===== src/rtl/lss_pkg.sv =====
// Shared opcodes, status codes and cell control type for the searchable stack.
package lss_pkg;

   localparam logic [1:0] OP_PUSH   = 2'd0;
   localparam logic [1:0] OP_POP    = 2'd1;
   localparam logic [1:0] OP_SEARCH = 2'd2;

   localparam logic [1:0] ST_OK    = 2'd0;
   localparam logic [1:0] ST_EMPTY = 2'd1;
   localparam logic [1:0] ST_FULL  = 2'd2;

   localparam int unsigned WORD_W = 32;
   localparam int unsigned CNT_W  = 5;

   typedef struct packed {
      logic push;
      logic pop;
      logic load;
      logic shift;
   } cell_ctrl_type;

endpackage


===== src/rtl/lss_cell.sv =====
// One stack cell: holds an entry and a search hit bit, shifts with its neighbors.
module lss_cell (
   input  logic                        clock,
   input  lss_pkg::cell_ctrl_type      ctrl,
   input  logic                        occupied,
   input  logic [lss_pkg::WORD_W-1:0]  key,
   input  logic [lss_pkg::WORD_W-1:0]  above_entry,
   input  logic [lss_pkg::WORD_W-1:0]  below_entry,
   input  logic                        below_hit,
   output logic [lss_pkg::WORD_W-1:0]  entry,
   output logic                        hit
);
   import lss_pkg::*;

   logic [WORD_W-1:0] entry_ff;
   logic [WORD_W-1:0] entry_in;
   logic              hit_ff;
   logic              hit_in;

   always_comb begin
      entry_in = entry_ff;
      if (ctrl.push) begin
         entry_in = above_entry;
      end else if (ctrl.pop) begin
         entry_in = below_entry;
      end
   end

   always_comb begin
      hit_in = hit_ff;
      if (ctrl.load) begin
         hit_in = occupied && (entry_ff == key);
      end else if (ctrl.shift) begin
         hit_in = below_hit;
      end
   end

   always_ff @(posedge clock) begin
      entry_ff <= entry_in;
      hit_ff   <= hit_in;
   end

   assign entry = entry_ff;
   assign hit   = hit_ff;

endmodule


===== src/rtl/lifo_stack_with_search.sv =====
// Top level: bounded LIFO stack built from a chain of cells, with linear search.
//
// Usage: drive req_opcode and req_value with start high; the beat is taken
// at a clock edge where start is high and busy is low. Each beat yields one
// result beat, shown for one cycle with rsp_strobe high; the receiver cannot
// stall it. Push, pop and unused opcodes answer in the cycle after the beat and
// busy stays low, so such beats can follow every cycle. Cell 0 is the top;
// a push shifts every entry down one cell, a pop shifts them up.
// A search latches a hit bit in every occupied cell in the accept cycle, then
// the hit bits shift toward the top one cell per cycle until a hit reaches
// cell 0 or the occupied depth is used up. A search on a non-empty stack
// answers when that scan ends, so a match nearer the top answers sooner;
// on an empty stack it answers in the cycle after the beat. Busy is high
// for the scan cycles. Position and occupancy are reported modulo 32.
// Reset (synchronous, active high) empties the stack and clears the scan;
// entry contents are not cleared.
module lifo_stack_with_search #(
   parameter int unsigned DEPTH = 16
) (
   input  logic                        clock,
   input  logic                        reset,
   input  logic                        start,
   output logic                        busy,
   input  logic [1:0]                  req_opcode,
   input  logic signed [lss_pkg::WORD_W-1:0] req_value,
   output logic                        rsp_strobe,
   output logic [1:0]                  rsp_status,
   output logic                        rsp_found,
   output logic [lss_pkg::CNT_W-1:0]   rsp_position,
   output logic [lss_pkg::CNT_W-1:0]   rsp_occupancy
);
   import lss_pkg::*;

   localparam int unsigned CW = $clog2(DEPTH + 1);

   typedef enum logic {
      S_IDLE,
      S_SCAN
   } state_type;

   state_type             state_ff;
   logic [CW-1:0]         count_ff;
   logic [CW-1:0]         step_ff;
   logic                  rsp_strobe_ff;
   logic [1:0]            rsp_status_ff;
   logic                  rsp_found_ff;
   logic [CNT_W-1:0]      rsp_position_ff;

   logic                  accept;
   logic                  full;
   logic                  empty;
   cell_ctrl_type         ctrl;
   logic [WORD_W-1:0]     entry_w [DEPTH];
   logic                  hit_w   [DEPTH];
   logic [31:0]           count_wide;
   logic [31:0]           pos_wide;

   assign busy   = (state_ff == S_SCAN);
   assign accept = start && !busy;
   assign full   = (count_ff == CW'(DEPTH));
   assign empty  = (count_ff == '0);

   assign ctrl.push  = accept && (req_opcode == OP_PUSH) && !full;
   assign ctrl.pop   = accept && (req_opcode == OP_POP) && !empty;
   assign ctrl.load  = accept && (req_opcode == OP_SEARCH);
   assign ctrl.shift = (state_ff == S_SCAN);

   for (genvar i = 0; i < DEPTH; i++) begin : g_cell
      logic [WORD_W-1:0] above;
      logic [WORD_W-1:0] below;
      logic              below_hit;
      if (i == 0) begin : g_top
         assign above = req_value;
      end else begin : g_mid
         assign above = entry_w[i-1];
      end
      if (i == DEPTH - 1) begin : g_bot
         assign below     = '0;
         assign below_hit = 1'b0;
      end else begin : g_up
         assign below     = entry_w[i+1];
         assign below_hit = hit_w[i+1];
      end
      lss_cell u_cell (
         .clock       (clock),
         .ctrl        (ctrl),
         .occupied    (CW'(i) < count_ff),
         .key         (req_value),
         .above_entry (above),
         .below_entry (below),
         .below_hit   (below_hit),
         .entry       (entry_w[i]),
         .hit         (hit_w[i])
      );
   end

   assign pos_wide = 32'(step_ff) + 32'd1;

   always_ff @(posedge clock) begin
      if (reset) begin
         state_ff        <= S_IDLE;
         count_ff        <= '0;
         step_ff         <= '0;
         rsp_strobe_ff   <= 1'b0;
         rsp_status_ff   <= ST_OK;
         rsp_found_ff    <= 1'b0;
         rsp_position_ff <= '0;
      end else begin
         unique case (state_ff)
            S_IDLE: begin
               if (accept) begin
                  rsp_found_ff    <= 1'b0;
                  rsp_position_ff <= '0;
                  case (req_opcode)
                     OP_PUSH: begin
                        rsp_strobe_ff <= 1'b1;
                        if (full) begin
                           rsp_status_ff <= ST_FULL;
                        end else begin
                           rsp_status_ff <= ST_OK;
                           count_ff      <= count_ff + CW'(1);
                        end
                     end
                     OP_POP: begin
                        rsp_strobe_ff <= 1'b1;
                        if (empty) begin
                           rsp_status_ff <= ST_EMPTY;
                        end else begin
                           rsp_status_ff <= ST_OK;
                           count_ff      <= count_ff - CW'(1);
                        end
                     end
                     OP_SEARCH: begin
                        rsp_status_ff <= ST_OK;
                        if (empty) begin
                           rsp_strobe_ff <= 1'b1;
                        end else begin
                           rsp_strobe_ff <= 1'b0;
                           step_ff       <= '0;
                           state_ff      <= S_SCAN;
                        end
                     end
                     default: begin
                        rsp_strobe_ff <= 1'b1;
                        rsp_status_ff <= ST_OK;
                     end
                  endcase
               end else begin
                  rsp_strobe_ff <= 1'b0;
               end
            end
            S_SCAN: begin
               if (hit_w[0]) begin
                  rsp_strobe_ff   <= 1'b1;
                  rsp_found_ff    <= 1'b1;
                  rsp_position_ff <= pos_wide[CNT_W-1:0];
                  state_ff        <= S_IDLE;
               end else if (pos_wide == 32'(count_ff)) begin
                  rsp_strobe_ff <= 1'b1;
                  state_ff      <= S_IDLE;
               end else begin
                  rsp_strobe_ff <= 1'b0;
                  step_ff       <= step_ff + CW'(1);
               end
            end
            default: begin
               rsp_strobe_ff <= 1'b0;
               state_ff      <= S_IDLE;
            end
         endcase
      end
   end

   assign count_wide    = 32'(count_ff);
   assign rsp_strobe    = rsp_strobe_ff;
   assign rsp_status    = rsp_status_ff;
   assign rsp_found     = rsp_found_ff;
   assign rsp_position  = rsp_position_ff;
   assign rsp_occupancy = count_wide[CNT_W-1:0];

   a_scan_nonempty: assert property (@(posedge clock) disable iff (reset)
      (state_ff == S_SCAN) |-> (count_ff != '0))
      else $error("scan running on an empty stack");

   a_scan_bound: assert property (@(posedge clock) disable iff (reset)
      (state_ff == S_SCAN) |-> (step_ff < count_ff))
      else $error("scan went past the occupied depth");

   a_quick_reply: assert property (@(posedge clock) disable iff (reset)
      (accept && (req_opcode != OP_SEARCH)) |=> rsp_strobe)
      else $error("push or pop beat got no reply in the next cycle");

   a_count_bound: assert property (@(posedge clock) disable iff (reset)
      count_ff <= CW'(DEPTH))
      else $error("occupancy above depth");

   a_found_ok: assert property (@(posedge clock) disable iff (reset)
      (rsp_strobe && rsp_found) |-> ($past(state_ff) == S_SCAN))
      else $error("match reported without a scan");

endmodule


===== config.mk =====
export PLATFORM = sky130hd
export DESIGN_NAME = lifo_stack_with_search
export DESIGN_NICKNAME = d
export VERILOG_FILES = /design/src/rtl/lss_pkg.sv /design/src/rtl/lss_cell.sv /design/src/rtl/lifo_stack_with_search.sv
export SDC_FILE = /design/constraint.sdc
export NUM_CORES = 1
export LEC_CHECK = 0
export BUFFER_PORTS_ARGS = -buffer_cell sky130_fd_sc_hd__buf_2
export CAP_MARGIN = 10
export CORE_ASPECT_RATIO = 2
export CORE_MARGIN = 10
export CORE_UTILIZATION = 49
export DETAILED_ROUTE_END_ITERATION = 8
export PLACE_DENSITY = 0.75
export SYNTH_ARGS = -nofsm -noshare
export SYNTH_HDL_FRONTEND = slang
export SYNTH_SLANG_ARGS = --single-unit

===== constraint.sdc =====
create_clock -name clock -period 83 [get_ports clock]
set_clock_uncertainty 0.2 [all_clocks]
set_input_delay 8.3 -clock clock [delete_from_list [all_inputs] [get_ports clock]]
set_output_delay 8.3 -clock clock [all_outputs]
set_load 0.03 [all_outputs]

==> results of run 1 <==
metal layers:
metal / global-route usage (%) / part of all wire, % / wire length, um
met4: 25.1 / 13 / 11000
met2: 42.6 / 51 / 44100
met5: 0 / 0 / 0
met1: 24.3 / 33 / 28300
met3: 2.69 / 3.2 / 2800
worst max path at each step:
stage	start	endpoint	slack, ns	cells past startpoint
after floorplan	req_opcode[0]	rsp_occupancy[2]$_SDFFE_PP0P_	49.39	5
after global placement	req_opcode[0]	g_cell[14].u_cell.entry[20]$_DFFE_PP_	70.76	6
after detailed placement	req_opcode[0]	g_cell[0].u_cell.entry[20]$_DFFE_PP_	70.59	6
after CTS	req_opcode[0]	g_cell[13].u_cell.entry[11]$_DFFE_PP_	71.23	6
after global routing	req_opcode[0]	g_cell[2].u_cell.entry[20]$_DFFE_PP_	70.95	6
final	req_opcode[0]	g_cell[3].u_cell.entry[11]$_DFFE_PP_	71.14	6
cell type report:
cell class,instances,area (sq um)
well taps,768,961
clock buffers,62,1320
diodes,2,5.00
multi-input cells,1348,12200
repair buffers,67,388
clock inverters,28,190
inverters,7,26.3
fillers,4900,27800
flip-flops and latches,548,16300
flip-flops by register name, summed over array words and instances, names as in the netlist:
signal,count
g_cell.u_cell.entry,512
g_cell.u_cell.hit,16
rsp_occupancy,5
rsp_position,5
step_ff,5
rsp_status,2
busy,1
rsp_found,1
rsp_strobe,1
per-stage QoR:
stage	hold WS, ns	utilization [%]	setup WS [ns]	power [uW]
detailed placement	0.280	50.4	70.59	416
global route	0.347	53.0	70.95	652
CTS	0.296	52.9	71.23	637
global placement	0.270	50.4	70.76	413
floorplan	0.284	-	49.39	400
finish	0.297	53.0	71.14	635
power breakdown:
group / internal [uW] / leakage, uW / switching, uW
clock network: 119 / 0.000735 / 104
logic: 26.3 / 0.00440 / 49.7
registers: 323 / 0.00505 / 13.2
total: 468 / 0.0102 / 167
synthesized netlist by cell type, types with 10 or more instances:
cell type / number / area share [%]
a21oi_1: 10 / 0.17
and2_1: 33 / 0.71
buf_2: 44 / 0.75
buf_4: 52 / 1.3
clkbuf_1: 37 / 0.48
dfxtp_1: 20 / 1.4
edfxtp_1: 528 / 54
mux2_1: 448 / 17
mux2_2: 32 / 1.2
nand2_1: 20 / 0.26
nand3_1: 12 / 0.21
nand4_1: 72 / 1.5
nor2_1: 21 / 0.27
nor3_1: 19 / 0.33
nor4_1: 83 / 1.8
xnor2_1: 238 / 7.1
xor2_1: 288 / 8.6
critical path: cells and delay by family:
kind / cells / cell delay, ns
buf+inv: 4 / 2.90
compound gates: 1 / 0.30
xor+xnor: 1 / 0.18
cells by family after synthesis:
group / count (synthesis)
xor+xnor: 527
flops: 548
fa+ha+maj: 5
compound gates: 56
buf+inv: 146
simple gates: 278
mux: 482
==> metrics.txt, run 1 <==
# TYPE chip_impl_metric gauge
chip_impl_info{name="synth_top_flop_cell",value="edfxtp_1"} 1
chip_impl_info{name="combinational_family_with_the_most_area_after_synthesis",value="multiplexers"} 1
chip_impl_metric{name="final.min_clock_period",unit="ns"} 11.86
chip_impl_metric{name="postLayoutCellArea",unit="sq mm"} 0.0313
chip_impl_metric{name="rows",unit=""} 126
chip_impl_info{name="whs_endpoint",value="rsp_position[0]$_SDFFE_PP0P_"} 1
chip_impl_metric{name="cp.required",unit="ns"} 83.02
chip_impl_metric{name="dr.pass1.iters",unit=""} 5
chip_impl_metric{name="finalCritPeriodShare",unit="%"} 14.3
chip_impl_metric{name="holdPathStages",unit=""} 2
chip_impl_metric{name="cts.path.max_buffers",unit=""} 3
chip_impl_metric{name="synth.mux.area_fraction",unit="%"} 18.6
chip_impl_metric{name="setup_violations",unit=""} 0
chip_impl_metric{name="wl_per_cell",unit="um"} 30.5
chip_impl_metric{name="post-route-drc-count",unit=""} 0
chip_impl_metric{name="routed_wl",unit="um"} 86300
chip_impl_metric{name="achievable-frequency",unit="MHz"} 84.3
chip_impl_info{name="cts-root-buf",value="clkbuf_16"} 1
chip_impl_metric{name="fp.dieW",unit="um"} 193
chip_impl_metric{name="port-buffer-count",unit=""} 51
chip_impl_metric{name="tns",unit="ns"} 0
chip_impl_metric{name="cp_data_arrival_time",unit="ns"} 11.88
chip_impl_metric{name="timing_max_transition_violations_final",unit=""} 0
chip_impl_metric{name="overflow",unit=""} 0
chip_impl_metric{name="cp_max_fo",unit=""} 86
chip_impl_metric{name="worstSkewPairLatency",unit="ns"} 0.61
chip_impl_info{name="cp_cell_sequence",value="buf_2, xor2_1, a311oi_4, buf_4, buf_4, buf_4"} 1
chip_impl_metric{name="layoutNonFillerInstCount",unit=""} 2830
chip_impl_metric{name="total_of_flip_flops_plus_latches_after_synthesis",unit=""} 548
chip_impl_metric{name="dp.cells",unit=""} 2738
chip_impl_metric{name="cts-resized-gates",unit=""} 0
chip_impl_info{name="grt_setup_unrepaired",value="false"} 1
chip_impl_info{name="r2r_start",value="rsp_occupancy[3]$_SDFFE_PP0P_"} 1
chip_impl_metric{name="worst_case_headroom_to_the_max_slew_limit",unit="%"} 14.4
chip_impl_info{name="critical_path.endpoint_type",value="flop"} 1
chip_impl_info{name="start_kind",value="input pin"} 1
chip_impl_metric{name="grt_pass1_vias",unit=""} 17329
chip_impl_metric{name="synth.cell_area",unit="sq mm"} 0.0292
chip_impl_metric{name="gp_congestion",unit=""} 0.947
chip_impl_metric{name="timing_worst_slew_pin_value",unit="ns"} 1.28
chip_impl_metric{name="die_y",unit="um"} 365
chip_impl_metric{name="post-cts-setup-buffers",unit=""} 0
chip_impl_metric{name="drive_above_1_share",unit="%"} 8.40
chip_impl_metric{name="avgSynthCellArea",unit="sq um"} 14.3
chip_impl_metric{name="drtIter0Drc",unit=""} 1524
chip_impl_metric{name="async_flop_share",unit="%"} 0
chip_impl_metric{name="total_leakage_power",unit="uW"} 0.0102
chip_impl_metric{name="flow.area_growth_from_synthesis",unit="%"} 7.24
chip_impl_info{name="hp-start",value="rsp_position[0]$_SDFFE_PP0P_"} 1
chip_impl_metric{name="grt_max_degree",unit=""} 207
chip_impl_metric{name="vias",unit=""} 16814
chip_impl_metric{name="grt_use_total",unit="%"} 24.5
chip_impl_metric{name="dieArea",unit="sq mm"} 0.0704
chip_impl_metric{name="fin_nets",unit=""} 2063
chip_impl_info{name="layout_commonest_cell",value="edfxtp_1"} 1
chip_impl_info{name="critPathMostFrequentCell",value="buf_4"} 1
chip_impl_metric{name="pwr_density_cell",unit="mW/mm^2"} 20.3
chip_impl_info{name="setup.worst_path.class",value="input pin to flop"} 1
chip_impl_metric{name="cts_max_level",unit=""} 2
chip_impl_info{name="status",value="finished, final reports clean"} 1
chip_impl_metric{name="postCtsHoldBufs",unit=""} 0
chip_impl_metric{name="netlist-cell-type-count",unit=""} 56
chip_impl_metric{name="post_synth_edffs",unit=""} 528
chip_impl_metric{name="synth_cells",unit=""} 2042
chip_impl_metric{name="floorplan.core_area",unit="sq mm"} 0.0591
chip_impl_metric{name="detailedPlacementHpwl",unit="um"} 63200
chip_impl_metric{name="synth_simple_gate_area_share",unit="%"} 5.57
chip_impl_metric{name="synth_nets",unit=""} 2084
chip_impl_metric{name="place_area",unit="sq mm"} 0.0298
chip_impl_metric{name="synth_compound_gate_area_share",unit="%"} 1.38
chip_impl_metric{name="cts_num_sinks",unit=""} 548
chip_impl_metric{name="timing.max_cap.violations",unit=""} 0
chip_impl_info{name="layout.cells.most_common_list",value="528 x edfxtp_1, 448 x mux2_1, 288 x xor2_1"} 1
chip_impl_metric{name="grt_first_pass_wirelength",unit="um"} 123000
chip_impl_metric{name="hold_viol_final",unit=""} 0
chip_impl_info{name="hold_class",value="flop to flop"} 1
chip_impl_metric{name="antenna_found_initial",unit=""} 6
chip_impl_metric{name="vdd_drop_max",unit="V"} 0.0000143
chip_impl_metric{name="reg2reg_setup_slack",unit="ns"} 78.03
chip_impl_metric{name="yosysWarningCount",unit=""} 0
chip_impl_metric{name="ff2ff_path_depth",unit=""} 5
chip_impl_metric{name="drt.antenna.violating_nets",unit=""} 0
chip_impl_metric{name="top_level_ports",unit=""} 52
chip_impl_info{name="cts_tree",value="built"} 1
chip_impl_metric{name="post_drt_via_cell_ratio",unit=""} 5.94
chip_impl_metric{name="synth.yosys.seq_area_share",unit="%"} 55.7
chip_impl_metric{name="synth_adder_area_share",unit="%"} 0.214
chip_impl_info{name="timing.critical_path.slowest_stage_cell",value="buf_4"} 1
chip_impl_metric{name="cts_buffers",unit=""} 49
chip_impl_info{name="reg2reg_to",value="g_cell[3].u_cell.entry[11]$_DFFE_PP_"} 1
chip_impl_metric{name="critical-path-max-stage-delay",unit="ns"} 0.99
chip_impl_metric{name="initial_core_utilization",unit="%"} 49.4
chip_impl_metric{name="cts.reportedPaths.clkPinSlew",unit="ns"} 0.06
chip_impl_metric{name="synth-xor-area-share",unit="%"} 15.8
(Power assumes the default switching activity.)
==> run 2: changes to the inputs <==
- PLACE_DENSITY: 0.75 -> 0.77
- clock period: 83 -> 10.6 ns (I/O delays scaled with it)
==> run 2 against run 1 <==
Effect of this change: sequential share of layout area fell by 0.079 points; combinational power rose to 7.8 times the previous value; global-route usage fell by 0.30 points; flip-flop and latch count did not move; worst setup slack got worse by 65 ns; routed wire length rose by 0.18%; clock power rose to 8.1 times the previous value; register-to-register slack got worse by 72 ns; die area did not move; highest routed layer unchanged.
==> metrics.txt, run 2 (synthesized netlist as in run 1, its figures left out) <==
# TYPE chip_impl_metric gauge
chip_impl_metric{name="grt_use_total",unit="%"} 24.2
chip_impl_metric{name="global_route.usage.met3",unit="%"} 2.85
chip_impl_metric{name="cp.required",unit="ns"} 10.74
chip_impl_metric{name="vdd_drop_max",unit="V"} 0.0000989
chip_impl_metric{name="antenna_found_initial",unit=""} 6
chip_impl_info{name="layout_commonest_cell",value="edfxtp_1"} 1
chip_impl_metric{name="port-buffer-count",unit=""} 51
chip_impl_metric{name="vias",unit=""} 16919
chip_impl_metric{name="drtIter0Drc",unit=""} 1610
chip_impl_metric{name="initial_core_utilization",unit="%"} 49.4
chip_impl_metric{name="finalCritPeriodShare",unit="%"} 39.8
chip_impl_metric{name="final.min_clock_period",unit="ns"} 4.22
chip_impl_metric{name="overflow",unit=""} 0
chip_impl_info{name="grt_most_used_layer",value="met2"} 1
chip_impl_metric{name="post_drt_via_cell_ratio",unit=""} 5.99
chip_impl_metric{name="timing_worst_slew_pin_value",unit="ns"} 1.34
chip_impl_metric{name="achievable-frequency",unit="MHz"} 237
chip_impl_metric{name="gp_congestion",unit=""} 0.976
chip_impl_metric{name="cts.reportedPaths.clkPinSlew",unit="ns"} 0.07
chip_impl_metric{name="postLayoutCellArea",unit="sq mm"} 0.0314
chip_impl_metric{name="dp.cells",unit=""} 2733
chip_impl_metric{name="top_level_ports",unit=""} 52
chip_impl_metric{name="largest_register_ff_count",unit=""} 512
chip_impl_metric{name="timing_max_transition_violations_final",unit=""} 0
chip_impl_info{name="setup.worst_path.class",value="flop to flop"} 1
chip_impl_metric{name="layout.filler_cells",unit=""} 4808
chip_impl_metric{name="hold_viol_final",unit=""} 0
chip_impl_metric{name="cts.path.max_buffers",unit=""} 3
chip_impl_metric{name="cts_num_sinks",unit=""} 548
chip_impl_metric{name="rows",unit=""} 126
chip_impl_metric{name="worstSkewPairLatency",unit="ns"} 0.59
chip_impl_metric{name="drt.antenna.violating_nets",unit=""} 0
chip_impl_metric{name="total_leakage_power",unit="uW"} 0.0102
chip_impl_metric{name="globalRouteMet2Util",unit="%"} 42.0
chip_impl_metric{name="drive_above_1_share",unit="%"} 8.43
chip_impl_info{name="cts-root-buf",value="clkbuf_16"} 1
chip_impl_metric{name="dr.pass1.iters",unit=""} 5
chip_impl_metric{name="postCtsHoldBufs",unit=""} 0
chip_impl_metric{name="die_y",unit="um"} 365
chip_impl_metric{name="setup_violations",unit=""} 0
chip_impl_metric{name="cts-resized-gates",unit=""} 0
chip_impl_info{name="hold_class",value="flop to flop"} 1
chip_impl_metric{name="dieArea",unit="sq mm"} 0.0704
chip_impl_metric{name="fp.dieW",unit="um"} 193
chip_impl_metric{name="cts_max_level",unit=""} 2
chip_impl_metric{name="layoutNonFillerInstCount",unit=""} 2823
chip_impl_info{name="critical_path.endpoint_type",value="flop"} 1
chip_impl_metric{name="wl_per_cell",unit="um"} 30.6
chip_impl_metric{name="cp_data_arrival_time",unit="ns"} 4.36
chip_impl_metric{name="post-cts-setup-buffers",unit=""} 0
chip_impl_metric{name="cts_buffers",unit=""} 48
chip_impl_metric{name="fin_nets",unit=""} 2057
chip_impl_metric{name="routed_wl",unit="um"} 86400
chip_impl_metric{name="post-route-drc-count",unit=""} 0
chip_impl_info{name="layout.cells.most_common_list",value="528 x edfxtp_1, 448 x mux2_1, 288 x xor2_1"} 1
chip_impl_metric{name="grt_max_degree",unit=""} 199
chip_impl_info{name="cts_tree",value="built"} 1
chip_impl_info{name="start_kind",value="flop"} 1
chip_impl_metric{name="pwr_density_cell",unit="mW/mm^2"} 161
chip_impl_metric{name="total_power",unit="uW"} 5040
chip_impl_metric{name="grtUsageMet1",unit="%"} 22.6
chip_impl_metric{name="detailedPlacementHpwl",unit="um"} 63200
chip_impl_metric{name="grt_first_pass_wirelength",unit="um"} 121000
chip_impl_info{name="grt_setup_unrepaired",value="false"} 1
chip_impl_metric{name="floorplan.core_area",unit="sq mm"} 0.0591
chip_impl_metric{name="timing.max_cap.violations",unit=""} 0
chip_impl_metric{name="grt_pass1_vias",unit=""} 17379
chip_impl_metric{name="worst_case_headroom_to_the_max_slew_limit",unit="%"} 10.8
chip_impl_metric{name="flow.area_growth_from_synthesis",unit="%"} 7.41
chip_impl_metric{name="cp_max_fo",unit=""} 198
chip_impl_metric{name="place_area",unit="sq mm"} 0.0298
chip_impl_info{name="status",value="finished, final reports clean"} 1
## run 2: cell count changes in the layout (fill, tap and decap cells not counted), moves of 2 or more
| cell | change |
|---|---|
| clkinv_2 | +2 |
| clkinv_1 | -2 |
| buf_12 | +3 |
| clkbuf_1 | -4 |
| bufinv_16 | +4 |
| buf_4 | -8 |
| clkbuf_16 | -2 |
## run 2: area by class of cell
type | count | area, sq um | area share (%)
clock buffer | 56 | 1250 | 3.99
sequential | 548 | 16300 | 51.8
tap | 768 | 961 | 3.06
clock inverter | 32 | 305 | 0.973
timing repair buffer | 62 | 388 | 1.24
inverter | 7 | 26.3 | 0.0838
antenna | 2 | 5.00 | 0.0160
multi-input combinational | 1348 | 12200 | 38.8
## run 2: final timing paths
kind,start,to,slack (ns),depth (start not counted)
setup reg to reg,rsp_occupancy[0]$_SDFFE_PP0P_,g_cell[0].u_cell.entry[1]$_DFFE_PP_,6.38,7
setup / recovery,rsp_occupancy[0]$_SDFFE_PP0P_,g_cell[0].u_cell.entry[1]$_DFFE_PP_,6.38,7
hold reg to reg,rsp_found$_SDFFE_PP0P_,rsp_found$_SDFFE_PP0P_,0.30,2
hold / removal,rsp_found$_SDFFE_PP0P_,rsp_found$_SDFFE_PP0P_,0.30,2
## run 2: critical path: stages (launching register included)
cell and delay, ns:
dfxtp_1 0.61, inv_1 0.12, ha_1 0.28, and3_1 0.23, nor2b_4 0.29, buf_12 0.62, buf_4 0.75, mux2_2 0.41
## run 2: stage by stage
step	TNS [ns]	worst slack, ns	hold slack, ns	utilization, %
2_1_floorplan	-2527.13	-6.54	0.284	-
3_3_place_gp	0	6.19	0.264	50.4
3_5_place_dp	0	6.14	0.293	50.4
4_1_cts	0	6.53	0.304	53.0
5_1_grt	0	6.27	0.332	53.0
6_report	0	6.38	0.301	53.1
## run 2: power breakdown
part	leakage, uW	internal [uW]	switching (uW)
clock network	0.000764	993	821
registers	0.00505	2530	107
logic	0.00438	206	388
total	0.0102	3730	1320
## run 2: layer usage
layer,wire length (um),vias to the layer above
met3,2910,259
li1,-,7511
met2,44200,566
met4,11700,0
met1,27700,8583
met5,0,-
==> run 3: changes to the inputs <==
- PLACE_DENSITY: 0.77 -> 0.75
- clock period: 10.6 -> 3.9 ns (I/O delays scaled with it)
==> run 3 against run 2 <==
Effect of this change: clock power rose to 2.8 times the previous value; flip-flop and latch count unchanged; critical path depth unchanged; cell count is 0.81% higher; worst setup slack worse by 5.5 ns.
==> metrics.txt, run 3 (synthesized netlist as in run 1, its figures left out) <==
# TYPE chip_impl_metric gauge
chip_impl_metric{name="antenna_found_initial",unit=""} 9
chip_impl_metric{name="achievable-frequency",unit="MHz"} 329
chip_impl_metric{name="cp_max_fo",unit=""} 38
chip_impl_metric{name="fin_nets",unit=""} 2084
chip_impl_info{name="r2r_start",value="rsp_occupancy[1]$_SDFFE_PP0P_"} 1
chip_impl_info{name="cts_tree",value="built"} 1
chip_impl_info{name="grt_setup_unrepaired",value="false"} 1
chip_impl_metric{name="total_power",unit="uW"} 14000
chip_impl_metric{name="flow.area_growth_from_synthesis",unit="%"} 8.66
chip_impl_metric{name="worst_case_headroom_to_the_max_slew_limit",unit="%"} 26.3
chip_impl_metric{name="cts_buffers",unit=""} 49
chip_impl_metric{name="timing_max_transition_violations_final",unit=""} 0
chip_impl_info{name="layout_commonest_cell",value="edfxtp_1"} 1
chip_impl_info{name="hold_class",value="input pin to flop"} 1
chip_impl_metric{name="total_leakage_power",unit="uW"} 0.0104
chip_impl_metric{name="port-buffer-count",unit=""} 51
chip_impl_metric{name="layout.core_utilization",unit="%"} 53.7
chip_impl_metric{name="cts.reportedPaths.clkPinSlew",unit="ns"} 0.07
chip_impl_metric{name="timing_worst_slew_pin_value",unit="ns"} 1.08
chip_impl_metric{name="layoutNonFillerInstCount",unit=""} 2846
chip_impl_metric{name="dieArea",unit="sq mm"} 0.0704
chip_impl_info{name="cts-root-buf",value="clkbuf_16"} 1
chip_impl_metric{name="power.internal",unit="uW"} 10400
chip_impl_metric{name="floorplan.core_area",unit="sq mm"} 0.0591
chip_impl_info{name="status",value="finished, final reports clean"} 1
chip_impl_metric{name="timing.max_cap.violations",unit=""} 0
chip_impl_metric{name="p_sw_share",unit="%"} 25.9
chip_impl_metric{name="tns",unit="ns"} 0
chip_impl_metric{name="hold_viol_final",unit=""} 0
chip_impl_metric{name="setup_violations",unit=""} 0
chip_impl_metric{name="cp.required",unit="ns"} 4.05
chip_impl_info{name="setup.worst_path.class",value="flop to flop"} 1
chip_impl_metric{name="final.min_clock_period",unit="ns"} 3.04
chip_impl_metric{name="detailedPlacementHpwl",unit="um"} 66800
chip_impl_info{name="hp-start",value="reset"} 1
chip_impl_metric{name="die_y",unit="um"} 365
chip_impl_metric{name="initial_core_utilization",unit="%"} 49.4
chip_impl_metric{name="vias",unit=""} 16952
chip_impl_metric{name="top_level_ports",unit=""} 52
chip_impl_info{name="critical_path.endpoint_type",value="flop"} 1
chip_impl_metric{name="postCtsHoldBufs",unit=""} 0
chip_impl_metric{name="power.clock.fraction",unit="%"} 36.8
chip_impl_metric{name="drive_above_1_share",unit="%"} 9.78
chip_impl_metric{name="grt_max_degree",unit=""} 107
chip_impl_metric{name="rows",unit=""} 126
chip_impl_metric{name="timing.hold.ws",unit="ns"} 0.0333
chip_impl_metric{name="cts_num_sinks",unit=""} 548
chip_impl_metric{name="cts.path.max_buffers",unit=""} 3
chip_impl_info{name="start_kind",value="flop"} 1
chip_impl_metric{name="pwr_density_cell",unit="mW/mm^2"} 440
chip_impl_metric{name="overflow",unit=""} 0
chip_impl_metric{name="p_seq_share",unit="%"} 51.2
chip_impl_metric{name="grt_use_total",unit="%"} 25.3
chip_impl_metric{name="gp_congestion",unit=""} 1.02
chip_impl_metric{name="dr.pass1.iters",unit=""} 5
chip_impl_metric{name="cp_data_arrival_time",unit="ns"} 3.19
chip_impl_metric{name="switching_power",unit="uW"} 3620
chip_impl_metric{name="wl_per_cell",unit="um"} 31.5
chip_impl_metric{name="p_comb_share",unit="%"} 12.0
chip_impl_metric{name="grt_first_pass_wirelength",unit="um"} 126000
chip_impl_metric{name="fp.dieW",unit="um"} 193
chip_impl_metric{name="post-cts-setup-buffers",unit=""} 0
chip_impl_metric{name="vdd_drop_max",unit="V"} 0.000322
chip_impl_metric{name="post-route-drc-count",unit=""} 0
chip_impl_metric{name="post_drt_via_cell_ratio",unit=""} 5.96
chip_impl_metric{name="largest_register_ff_count",unit=""} 512
chip_impl_metric{name="routed_wl",unit="um"} 89600
chip_impl_metric{name="drtIter0Drc",unit=""} 1434
chip_impl_metric{name="drt.antenna.violating_nets",unit=""} 0
chip_impl_metric{name="cts_max_level",unit=""} 2
chip_impl_metric{name="cts-resized-gates",unit=""} 0
chip_impl_info{name="critical_path.startpoint",value="rsp_occupancy[1]$_SDFFE_PP0P_"} 1
chip_impl_metric{name="grt_pass1_vias",unit=""} 17553
chip_impl_metric{name="finalCritPeriodShare",unit="%"} 77.9
chip_impl_metric{name="worstSkewPairLatency",unit="ns"} 0.60
chip_impl_metric{name="dp.cells",unit=""} 2759
chip_impl_info{name="layout.cells.most_common_list",value="528 x edfxtp_1, 448 x mux2_1, 288 x xor2_1"} 1
run 3: changes by cell type in the layout (fill, tap and decap cells not counted), sizes merged:
cell    previous run  this run
buf               62        88
clkinv            23        16
bufinv             6         8
clkbuf            56        57
inv                8         9
run 3: critical path, cell delays in order, from the launching register on:
cell     delay, ns
dfxtp_2       0.57
inv_1         0.16
ha_1          0.27
and3_1        0.23
nor2b_4       0.16
buf_12        0.27
buf_4         0.48
mux2_1        0.39
run 3: final timing paths:
path | endpoint | slack (ns) | cells past startpoint
worst max register to register | g_cell[9].u_cell.entry[26]$_DFFE_PP_ | 0.86 | 7
worst min-delay path | rsp_position[2]$_SDFFE_PP0P_ | 0.03 | 2
worst max-delay path | g_cell[9].u_cell.entry[26]$_DFFE_PP_ | 0.86 | 7
worst min register to register | rsp_found$_SDFFE_PP0P_ | 0.30 | 2
run 3: cell type report:
class	instances	area [sq um]
sequential	548	16300
clock inverter	28	339
fill	4830	27400
tap	768	961
timing repair buffer	88	671
multi-input combinational	1348	12200
clock buffer	57	1300
inverter	7	26.3
antenna	2	5.00
run 3: per-stage QoR:
stage          instance area, sq um  worst slack [ns]
3_3_place_gp                  30100             0.891
4_1_cts                       31700             0.892
2_1_floorplan                 29200            -12.78
5_1_grt                       31700             0.805
6_report                      31700             0.862
3_5_place_dp                  30100             0.872
run 3: metal layers:
metal	routed length (um)	track usage (%)	share of wire, %	up-vias
met4	12600	29.5	14	0
met5	0	0	0	-
met1	28900	24.3	32	8525
met3	3270	2.74	3.6	277
met2	44900	43.3	50	607
li1	-	-	-	7543
run 3: power groups by stage:
stage / combinational, uW / sequential [uW] / clock (uW)
floorplan: 1050 / 7340 / 0
global placement: 1600 / 7260 / 0
detailed placement: 1640 / 7280 / 0
CTS: 1650 / 7150 / 5200
global route: 1730 / 7190 / 5390
finish: 1670 / 7160 / 5140
